File: src/hdl/tlqs_pkg.sv
// Shared types and constants of the two-level queue scheduler.
package tlqs_pkg;

  localparam logic [15:0] AGING_RST   = 16'd50;
  localparam logic [2:0]  QUANTUM_RST = 3'd5;

  localparam logic REG_AGING   = 1'b0;
  localparam logic REG_QUANTUM = 1'b1;

  localparam logic KIND_ADD  = 1'b0;
  localparam logic KIND_TICK = 1'b1;

  typedef struct packed {
    logic        kind;
    logic [7:0]  job_id;
    logic [15:0] run_length;
    logic        to_background;
  } in_word_t;

  typedef struct packed {
    logic       ran_valid;
    logic [7:0] ran_id;
    logic       ran_completed;
    logic [4:0] promoted_count;
    logic       add_rejected;
    logic       work_left;
  } out_word_t;

  typedef struct packed {
    logic [7:0]  id;
    logic [15:0] needed;
    logic [15:0] done;
    logic [31:0] stamp;
  } job_t;

  typedef struct packed {
    logic shift;
    logic load;
    logic inc;
  } cell_ctl_t;

endpackage

File: src/hdl/tlqs_cell.sv
// One queue cell: holds a job, loads a new one, takes its upper neighbor's or counts up its done field.
module tlqs_cell (
  input  logic               clk,
  input  tlqs_pkg::cell_ctl_t ctl,
  input  tlqs_pkg::job_t     load_job,
  input  tlqs_pkg::job_t     upper_job,
  output tlqs_pkg::job_t     job
);
  import tlqs_pkg::*;

  job_t job_r, job_nxt;

  // Pick load, shift or increment of the done count
  always_comb begin
    job_nxt = job_r;
    if (ctl.load) begin
      job_nxt = load_job;
    end else if (ctl.shift) begin
      job_nxt = upper_job;
    end else if (ctl.inc) begin
      job_nxt.done = job_r.done + 16'd1;
    end
  end

  always_ff @(posedge clk) begin
    job_r <= job_nxt;
  end

  assign job = job_r;
endmodule

File: src/hdl/tlqs_queue.sv
// FIFO built as a row of cells; head in cell 0, pop shifts the row down.
module tlqs_queue #(
  parameter int DEPTH = 16
) (
  input  logic                         clk,
  input  logic                         rst_n,
  input  logic                         push,
  input  tlqs_pkg::job_t               push_job,
  input  logic                         pop,
  input  logic                         inc_head,
  output tlqs_pkg::job_t               head,
  output logic [$clog2(DEPTH+1)-1:0]   count
);
  import tlqs_pkg::*;

  localparam int CW = $clog2(DEPTH + 1);

  logic [CW-1:0] count_r, count_nxt;
  logic [CW-1:0] push_idx;
  job_t          cells [DEPTH];

  // Write slot moves down one when the row shifts in the same cycle
  assign push_idx = pop ? count_r - CW'(1) : count_r;

  for (genvar i = 0; i < DEPTH; i++) begin : g_cell
    cell_ctl_t ctl;
    job_t      upper;
    assign ctl.shift = pop;
    assign ctl.load  = push && (push_idx == CW'(i));
    assign ctl.inc   = inc_head && (i == 0);
    if (i == DEPTH - 1) begin : g_top
      assign upper = push_job;
    end else begin : g_mid
      assign upper = cells[i+1];
    end
    tlqs_cell u_cell (
      .clk       (clk),
      .ctl       (ctl),
      .load_job  (push_job),
      .upper_job (upper),
      .job       (cells[i])
    );
  end

  // Track occupancy
  always_comb begin
    count_nxt = count_r;
    if (push && !pop) begin
      count_nxt = count_r + CW'(1);
    end else if (pop && !push) begin
      count_nxt = count_r - CW'(1);
    end
  end

  always_ff @(posedge clk) begin
    if (!rst_n) begin
      count_r <= '0;
    end else begin
      count_r <= count_nxt;
    end
  end

  assign head  = cells[0];
  assign count = count_r;

  a_count_range: assert property (@(posedge clk) disable iff (!rst_n)
    count_r <= CW'(DEPTH))
    else $error("queue count beyond depth");
  a_no_pop_empty: assert property (@(posedge clk) disable iff (!rst_n)
    pop |-> count_r != '0)
    else $error("pop from empty queue");
endmodule

File: src/hdl/two_level_queue_scheduler_top.sv
// Top level: two cell-chain queues and the tick/add sequencer.
// Sequence: an add goes from S_IDLE to S_FIN; a tick goes through S_AGE, which
// promotes background jobs one per cycle, then through S_RUN and S_FIN.
// A new word is accepted only in S_IDLE, once the last one is through.
// Reset: rst_n synchronous low empties both queues, clears time and loads
// aging limit 50 and quantum 5; the receiver cannot stall out_valid.
module two_level_queue_scheduler_top #(
  parameter int QUEUE_DEPTH = 16
) (
  input  logic                clk,
  input  logic                rst_n,
  input  logic                start,
  output logic                busy,
  input  tlqs_pkg::in_word_t  in_word,
  output logic                out_valid,
  output tlqs_pkg::out_word_t out_word,
  input  logic                cfg_we,
  input  logic                cfg_index,
  input  logic [15:0]         cfg_wdata
);
  import tlqs_pkg::*;

  localparam int CW = $clog2(QUEUE_DEPTH + 1);

  typedef enum logic [1:0] {S_IDLE, S_AGE, S_RUN, S_FIN} state_t;

  state_t    state_r;
  logic [31:0] tick_r;
  logic [15:0] aging_r;
  logic [2:0]  quantum_r;
  logic [2:0]  slice_r;
  out_word_t   res_r;
  logic        out_valid_r;

  logic          fg_push, fg_pop, fg_inc, bg_push, bg_pop;
  job_t          fg_push_job, bg_push_job, fg_head, bg_head;
  logic [CW-1:0] fg_count, bg_count;
  logic          fg_full, bg_full, aged, accept;
  logic [31:0]   age;
  logic [2:0]    q_eff;
  logic [3:0]    slice_inc;
  logic          fg_finish, bg_finish;
  logic [15:0]   fg_done_inc, bg_done_inc;

  assign accept  = start && state_r == S_IDLE;
  assign fg_full = fg_count == CW'(QUEUE_DEPTH);
  assign bg_full = bg_count == CW'(QUEUE_DEPTH);
  assign age     = tick_r - bg_head.stamp;
  assign aged    = bg_count != '0 && !fg_full && age > {16'd0, aging_r};
  assign q_eff   = (quantum_r == 3'd0) ? 3'd1 : quantum_r;
  assign slice_inc   = {1'b0, slice_r} + 4'd1;
  assign fg_done_inc = fg_head.done + 16'd1;
  assign bg_done_inc = bg_head.done + 16'd1;
  assign fg_finish   = fg_done_inc >= fg_head.needed;
  assign bg_finish   = bg_done_inc >= bg_head.needed;

  // Steer queue operations for add, aging and run steps
  always_comb begin
    fg_push     = 1'b0;
    fg_pop      = 1'b0;
    fg_inc      = 1'b0;
    bg_push     = 1'b0;
    bg_pop      = 1'b0;
    fg_push_job = '{id: in_word.job_id, needed: in_word.run_length,
                    done: 16'd0, stamp: tick_r};
    bg_push_job = fg_push_job;
    case (state_r)
      S_IDLE: begin
        if (accept && in_word.kind == KIND_ADD) begin
          fg_push = !in_word.to_background && !fg_full;
          bg_push = in_word.to_background && !bg_full;
        end
      end
      S_AGE: begin
        if (aged) begin
          fg_push     = 1'b1;
          fg_push_job = bg_head;
          bg_pop      = 1'b1;
        end
      end
      S_RUN: begin
        if (fg_count != '0) begin
          if (fg_finish) begin
            fg_pop = 1'b1;
          end else if (slice_inc >= {1'b0, q_eff}) begin
            fg_pop           = 1'b1;
            fg_push          = 1'b1;
            fg_push_job      = fg_head;
            fg_push_job.done = fg_done_inc;
          end else begin
            fg_inc = 1'b1;
          end
        end else if (bg_count != '0) begin
          bg_pop = bg_finish;
        end
      end
      default: ;
    endcase
  end

  tlqs_queue #(.DEPTH(QUEUE_DEPTH)) u_fg (
    .clk(clk), .rst_n(rst_n), .push(fg_push), .push_job(fg_push_job),
    .pop(fg_pop), .inc_head(fg_inc), .head(fg_head), .count(fg_count)
  );

  tlqs_queue #(.DEPTH(QUEUE_DEPTH)) u_bg (
    .clk(clk), .rst_n(rst_n), .push(bg_push), .push_job(bg_push_job),
    .pop(bg_pop),
    .inc_head(state_r == S_RUN && fg_count == '0 && bg_count != '0 && !bg_finish),
    .head(bg_head), .count(bg_count)
  );

  // Sequence the item, hold the result word and the registers
  always_ff @(posedge clk) begin
    if (!rst_n) begin
      state_r     <= S_IDLE;
      tick_r      <= '0;
      aging_r     <= AGING_RST;
      quantum_r   <= QUANTUM_RST;
      slice_r     <= '0;
      out_valid_r <= 1'b0;
      res_r       <= '0;
    end else begin
      out_valid_r <= (state_r == S_FIN);
      if (cfg_we) begin
        if (cfg_index == REG_AGING) begin
          aging_r <= cfg_wdata;
        end else begin
          quantum_r <= cfg_wdata[2:0];
        end
      end
      case (state_r)
        S_IDLE: begin
          if (accept) begin
            res_r <= '{ran_valid: 1'b0, ran_id: 8'd0, ran_completed: 1'b0,
                       promoted_count: 5'd0,
                       add_rejected: (in_word.kind == KIND_ADD) &&
                                     (in_word.to_background ? bg_full : fg_full),
                       work_left: 1'b0};
            if (in_word.kind != KIND_ADD) begin
              tick_r <= tick_r + 32'd1;
            end
            state_r <= (in_word.kind == KIND_ADD) ? S_FIN : S_AGE;
          end
        end
        S_AGE: begin
          if (aged) begin
            res_r.promoted_count <= res_r.promoted_count + 5'd1;
          end else begin
            state_r <= S_RUN;
          end
        end
        S_RUN: begin
          if (fg_count != '0) begin
            res_r.ran_valid     <= 1'b1;
            res_r.ran_id        <= fg_head.id;
            res_r.ran_completed <= fg_finish;
            slice_r <= (fg_finish || slice_inc >= {1'b0, q_eff}) ? 3'd0 : slice_inc[2:0];
          end else if (bg_count != '0) begin
            res_r.ran_valid     <= 1'b1;
            res_r.ran_id        <= bg_head.id;
            res_r.ran_completed <= bg_finish;
          end
          state_r <= S_FIN;
        end
        S_FIN: begin
          state_r <= S_IDLE;
        end
        default: state_r <= S_IDLE;
      endcase
    end
  end

  // Occupancy seen after the item settles
  logic work_left_r;
  always_ff @(posedge clk) begin
    work_left_r <= fg_count != '0 || bg_count != '0;
  end

  assign busy      = state_r != S_IDLE;
  assign out_valid = out_valid_r;
  always_comb begin
    out_word           = res_r;
    out_word.work_left = work_left_r;
  end

  a_fin_to_idle: assert property (@(posedge clk) disable iff (!rst_n)
    out_valid_r |-> !busy)
    else $error("result word while still busy");
  a_done_ran: assert property (@(posedge clk) disable iff (!rst_n)
    out_valid_r && out_word.ran_completed |-> out_word.ran_valid)
    else $error("completion without a run");
  a_add_no_run: assert property (@(posedge clk) disable iff (!rst_n)
    out_valid_r && out_word.add_rejected |-> !out_word.ran_valid)
    else $error("rejected add reports a run");
endmodule

File: config.mk
export PLATFORM = sky130hd
export DESIGN_NAME = two_level_queue_scheduler_top
export DESIGN_NICKNAME = d
export VERILOG_FILES = /design/src/hdl/tlqs_pkg.sv /design/src/hdl/tlqs_cell.sv /design/src/hdl/tlqs_queue.sv /design/src/hdl/two_level_queue_scheduler_top.sv
export SDC_FILE = /design/constraint.sdc
export NUM_CORES = 2
export LEC_CHECK = 0
export BUFFER_PORTS_ARGS = -buffer_cell sky130_fd_sc_hd__buf_2
export CORE_MARGIN = 2
export CORE_UTILIZATION = 39
export DETAILED_ROUTE_END_ITERATION = 10
export SLEW_MARGIN = 5
export SYNTH_ARGS = -nofsm -noshare
export SYNTH_HDL_FRONTEND = slang
export SYNTH_SLANG_ARGS = --single-unit
File: constraint.sdc
create_clock -name clk -period 12.82 [get_ports clk]
set_input_delay 1.282 -clock clk [delete_from_list [all_inputs] [get_ports clk]]
set_output_delay 1.282 -clock clk [all_outputs]
set_load 0.03 [all_outputs]
==> results.ini <==
[status]
status = finished, final reports clean

[floorplanning]
fp-row-count = 161
core_um2 = 193000
top_level_ports = 66
start_util = 0.393
die_w_um = 445
die_area_um2 = 198000
die_y_um = 445

[routing]
route.vias.total = 38676
route.detailed.drc = 0
avgRoutedWirePerCell_um = 21.6
via_per_inst = 5.23
drtIter0Drc = 2397
drt_pass1_iterations = 5
wl_mm = 160
final_antenna_net_count = 0

[sta]
fin_crit_ns = 8.63
hold_slack_ns = 0.460
finalSetupViolCount = 0
post-route-period-util = 0.673
slew_headroom = 0.192
drv_slew = 0
hold_viol_final = 0
clock_skew_ns = 0.0296
setup_tns_ns = 0
fin_ws_ns = 4.19
rsz0062_at_grt = no
max_freq_mhz = 116
worstMarginPinSlew_ns = 1.21

[cts]
clock_sinks = 1636
cts_buffers = 174
postCtsSetupBuffers = 0
clock_latency_ns = 0.79
clk_path_buf_depth = 3
clk_pin_slew_ns = 0.06
htreeDepth = 4
tritoncts = yes
holdBufCountCts = 0
cts-root-buf = clkbuf_16
cts_resized = 0

[synthesis]
synth_largest_area_cell = edfxtp_1
synth.area.top_cells = edfxtp_1 (61%), mux2_2 (13%), mux2_4 (5.7%)
postSynthCellCount = 4745
synth_edf_count = 1536
mappedNetlistArea_um2 = 75700
ys_seq_elements = 1636
ys_warn_count = 0
synth_ff_type = edfxtp_1
async_flop_share = 0
synthDominantCellAreaShare = 0.609
avgSynthCellArea_um2 = 16.0
synth_cell_types = 80
syn-num-nets = 4890
yosysSeqAreaShare = 0.635

[worst_setup_path]
crit_path_end = u_bg.g_cell[9].u_cell.job[60]$_DFFE_PP_
critical_path_peak_fanout = 57
worst_setup_path_start_kind = flop
crit_start = tick_r[0]$_SDFFE_PN0P_
regToRegEndpoint = u_bg.g_cell[9].u_cell.job[60]$_DFFE_PP_
worstSetupPathType = flop to flop
endpoint_kind = flop
ff2ff_setup_slack_ns = 4.19
critPathRequiredTime_ns = 13.21
r2r_cells = 21
r2r_start = tick_r[0]$_SDFFE_PN0P_
critPathArrivalTime_ns = 9.01

[job]
maxCapViolCount = 0

[grt]
use_met3 = 0.0223
grt_max_degree = 73
grt.met2_usage = 0.276
first_global_vias = 40006
antenna_found_initial = 10
track_usage = 0.160
grt_use_met1 = 0.208
top_usage_layer = met2
grt.overflow.total = 0
grt_pass1_wl_mm = 246

[place]
pre_cts_ws_ns = 4.19
gp_congestion = 0.820
dp_hpwl_mm = 94.9
io_buffers = 65

[power_and_ir_drop]
leakagePower_nw = 28.8
p_per_area_nw_per_um2 = 181
power_mw = 15.2
ir_worst_vdd_mv = 0.124
comb_power_share = 0.213
p_int_mw = 10.8
netSwitchingPower_mw = 4.39
swShare = 0.289
p_seq_frac = 0.470
clock_power_share = 0.317

[layout]
nets = 4873
drive_gt1_frac = 0.333
mostFrequentLayoutCell = edfxtp_1
area_delta_synth_final_pct = 10.5
final_core_util = 0.434
layout_common_cells = edfxtp_1 (1536), mux2_2 (864), mux2_4 (290), mux2_1 (288), nor2_1 (191)
fill_cells = 17035

[hold_path]
whs_path_depth = 2
hold_class = flop to flop

## worst min-delay path by stage
| stage | from | to | slack, ns |
|---|---|---|---|
| floorplan | tick_r[31]$_SDFFE_PN0P_ | u_bg.g_cell[15].u_cell.job[31]$_DFFE_PP_ | 0.41 |
| global placement | aging_r[2]$_SDFFE_PN0P_ | aging_r[2]$_SDFFE_PN0P_ | 0.44 |
| CTS | aging_r[6]$_SDFFE_PN0P_ | aging_r[6]$_SDFFE_PN0P_ | 0.47 |
| detailed placement | aging_r[8]$_SDFFE_PN0P_ | aging_r[8]$_SDFFE_PN0P_ | 0.45 |
| finish | aging_r[6]$_SDFFE_PN0P_ | aging_r[6]$_SDFFE_PN0P_ | 0.46 |
| global route | aging_r[13]$_SDFFE_PN0P_ | aging_r[13]$_SDFFE_PN0P_ | 0.48 |
## synthesized netlist by cell type, types with 4 or more instances
| master | count |
|---|---|
| edfxtp_1 | 1536 |
| mux2_2 | 864 |
| mux2_4 | 290 |
| mux2_1 | 288 |
| nor2_1 | 193 |
| nand2_1 | 157 |
| clkbuf_1 | 149 |
| inv_1 | 117 |
| a21oi_1 | 111 |
| dfxtp_1 | 100 |
| ha_1 | 97 |
| buf_2 | 96 |
| buf_6 | 57 |
| xor2_1 | 56 |
| mux2i_1 | 53 |
| nand3_1 | 50 |
| o21ai_0 | 46 |
| xnor2_1 | 46 |
| a21o_1 | 35 |
| nand2b_1 | 34 |
| nor3_1 | 32 |
| buf_4 | 31 |
| and3_1 | 26 |
| nand4_1 | 26 |
| nor2b_1 | 26 |
| and2_1 | 25 |
| a22oi_1 | 18 |
| o221ai_1 | 16 |
| o22ai_1 | 12 |
| or3_1 | 12 |
| a211oi_1 | 11 |
| o211ai_1 | 11 |
| or2_1 | 11 |
| nor3_4 | 9 |
| o21a_1 | 9 |
| or2_2 | 9 |
| a31oi_1 | 8 |
| buf_1 | 7 |
| nor3_2 | 4 |
| nor4_1 | 4 |
| o211a_1 | 4 |
| o21ai_1 | 4 |
## metal layers
metal | wire, um | part of all wire
met2 | 79400 | 0.50
met4 | 4000 | 0.025
met3 | 5230 | 0.033
met5 | 0 | 0
met1 | 71600 | 0.45
## through the flow
stage,instances,area (um^2)
after floorplan,4745,75700
after detailed placement,7078,78300
after global placement,7078,78300
after CTS,7396,83700
after global routing,7400,83700
final,7401,83700
## critical path: stages, from the launching register on
cell and delay [ns]:
dfxtp_1 0.79, inv_1 0.11, ha_1 0.26, fa_1 0.40, nand2b_1 0.19, a21o_1 0.20
a311o_1 0.36, and2_1 0.19, o21ai_0 0.21, xor2_1 0.10, ha_1 0.28, nand4_1 0.15
nor3_1 0.28, mux2i_1 0.22, o32ai_1 0.12, nor4b_1 0.27, and4bb_1 0.42, and4_4 0.34
or2_2 0.82, mux2i_1 0.51, nand3_4 0.82, nand2_4 1.13
## kinds of logic (layout without fill, tap and decap cells)
family,after synthesis,in the layout,share of synthesized area
multiplexers,1495,1495,0.236
XOR/XNOR,102,102,0.0118
adder cells (fa/ha/maj),98,98,0.0163
AO/OA/AOI/OAI,326,326,0.0283
buffers and inverters,459,584,0.0315
AND/OR/NAND/NOR,629,629,0.0409
other,0,5,0
flip-flops,1636,1636,0.635
## power by group through the flow
stage | sequential, mW | clock, mW | combinational, mW
floorplan | 7.17 | 0 | 2.34
global placement | 7.22 | 0 | 3.22
detailed placement | 7.24 | 0 | 3.27
CTS | 7.14 | 4.95 | 3.29
global route | 7.19 | 5.15 | 3.56
finish | 7.13 | 4.82 | 3.24
## sequential cells by signal, summed over array words and instances (netlist names)
signal,flops
u_fg.count,5
tick_r,32
slice_r,3
out_word,16
out_valid,1
u_fg.g_cell.u_cell.job,640
u_bg.g_cell.u_cell.job,912
aging_r,16
quantum_r,3
u_bg.count,5
state_r,2
work_left_r,1
## layout make-up
type                    instances  area (um^2)  area share
inverters                     119          447     0.00534
flip-flops and latches       1636        48100       0.575
well taps                    2526         3160      0.0378
diodes                          5         12.5    0.000150
multi-input cells            2650        25600       0.306
clock inverters                99          773     0.00924
clock buffers                 219         4640      0.0554
repair buffers                147          941      0.0112
(Power assumes the default switching activity.)
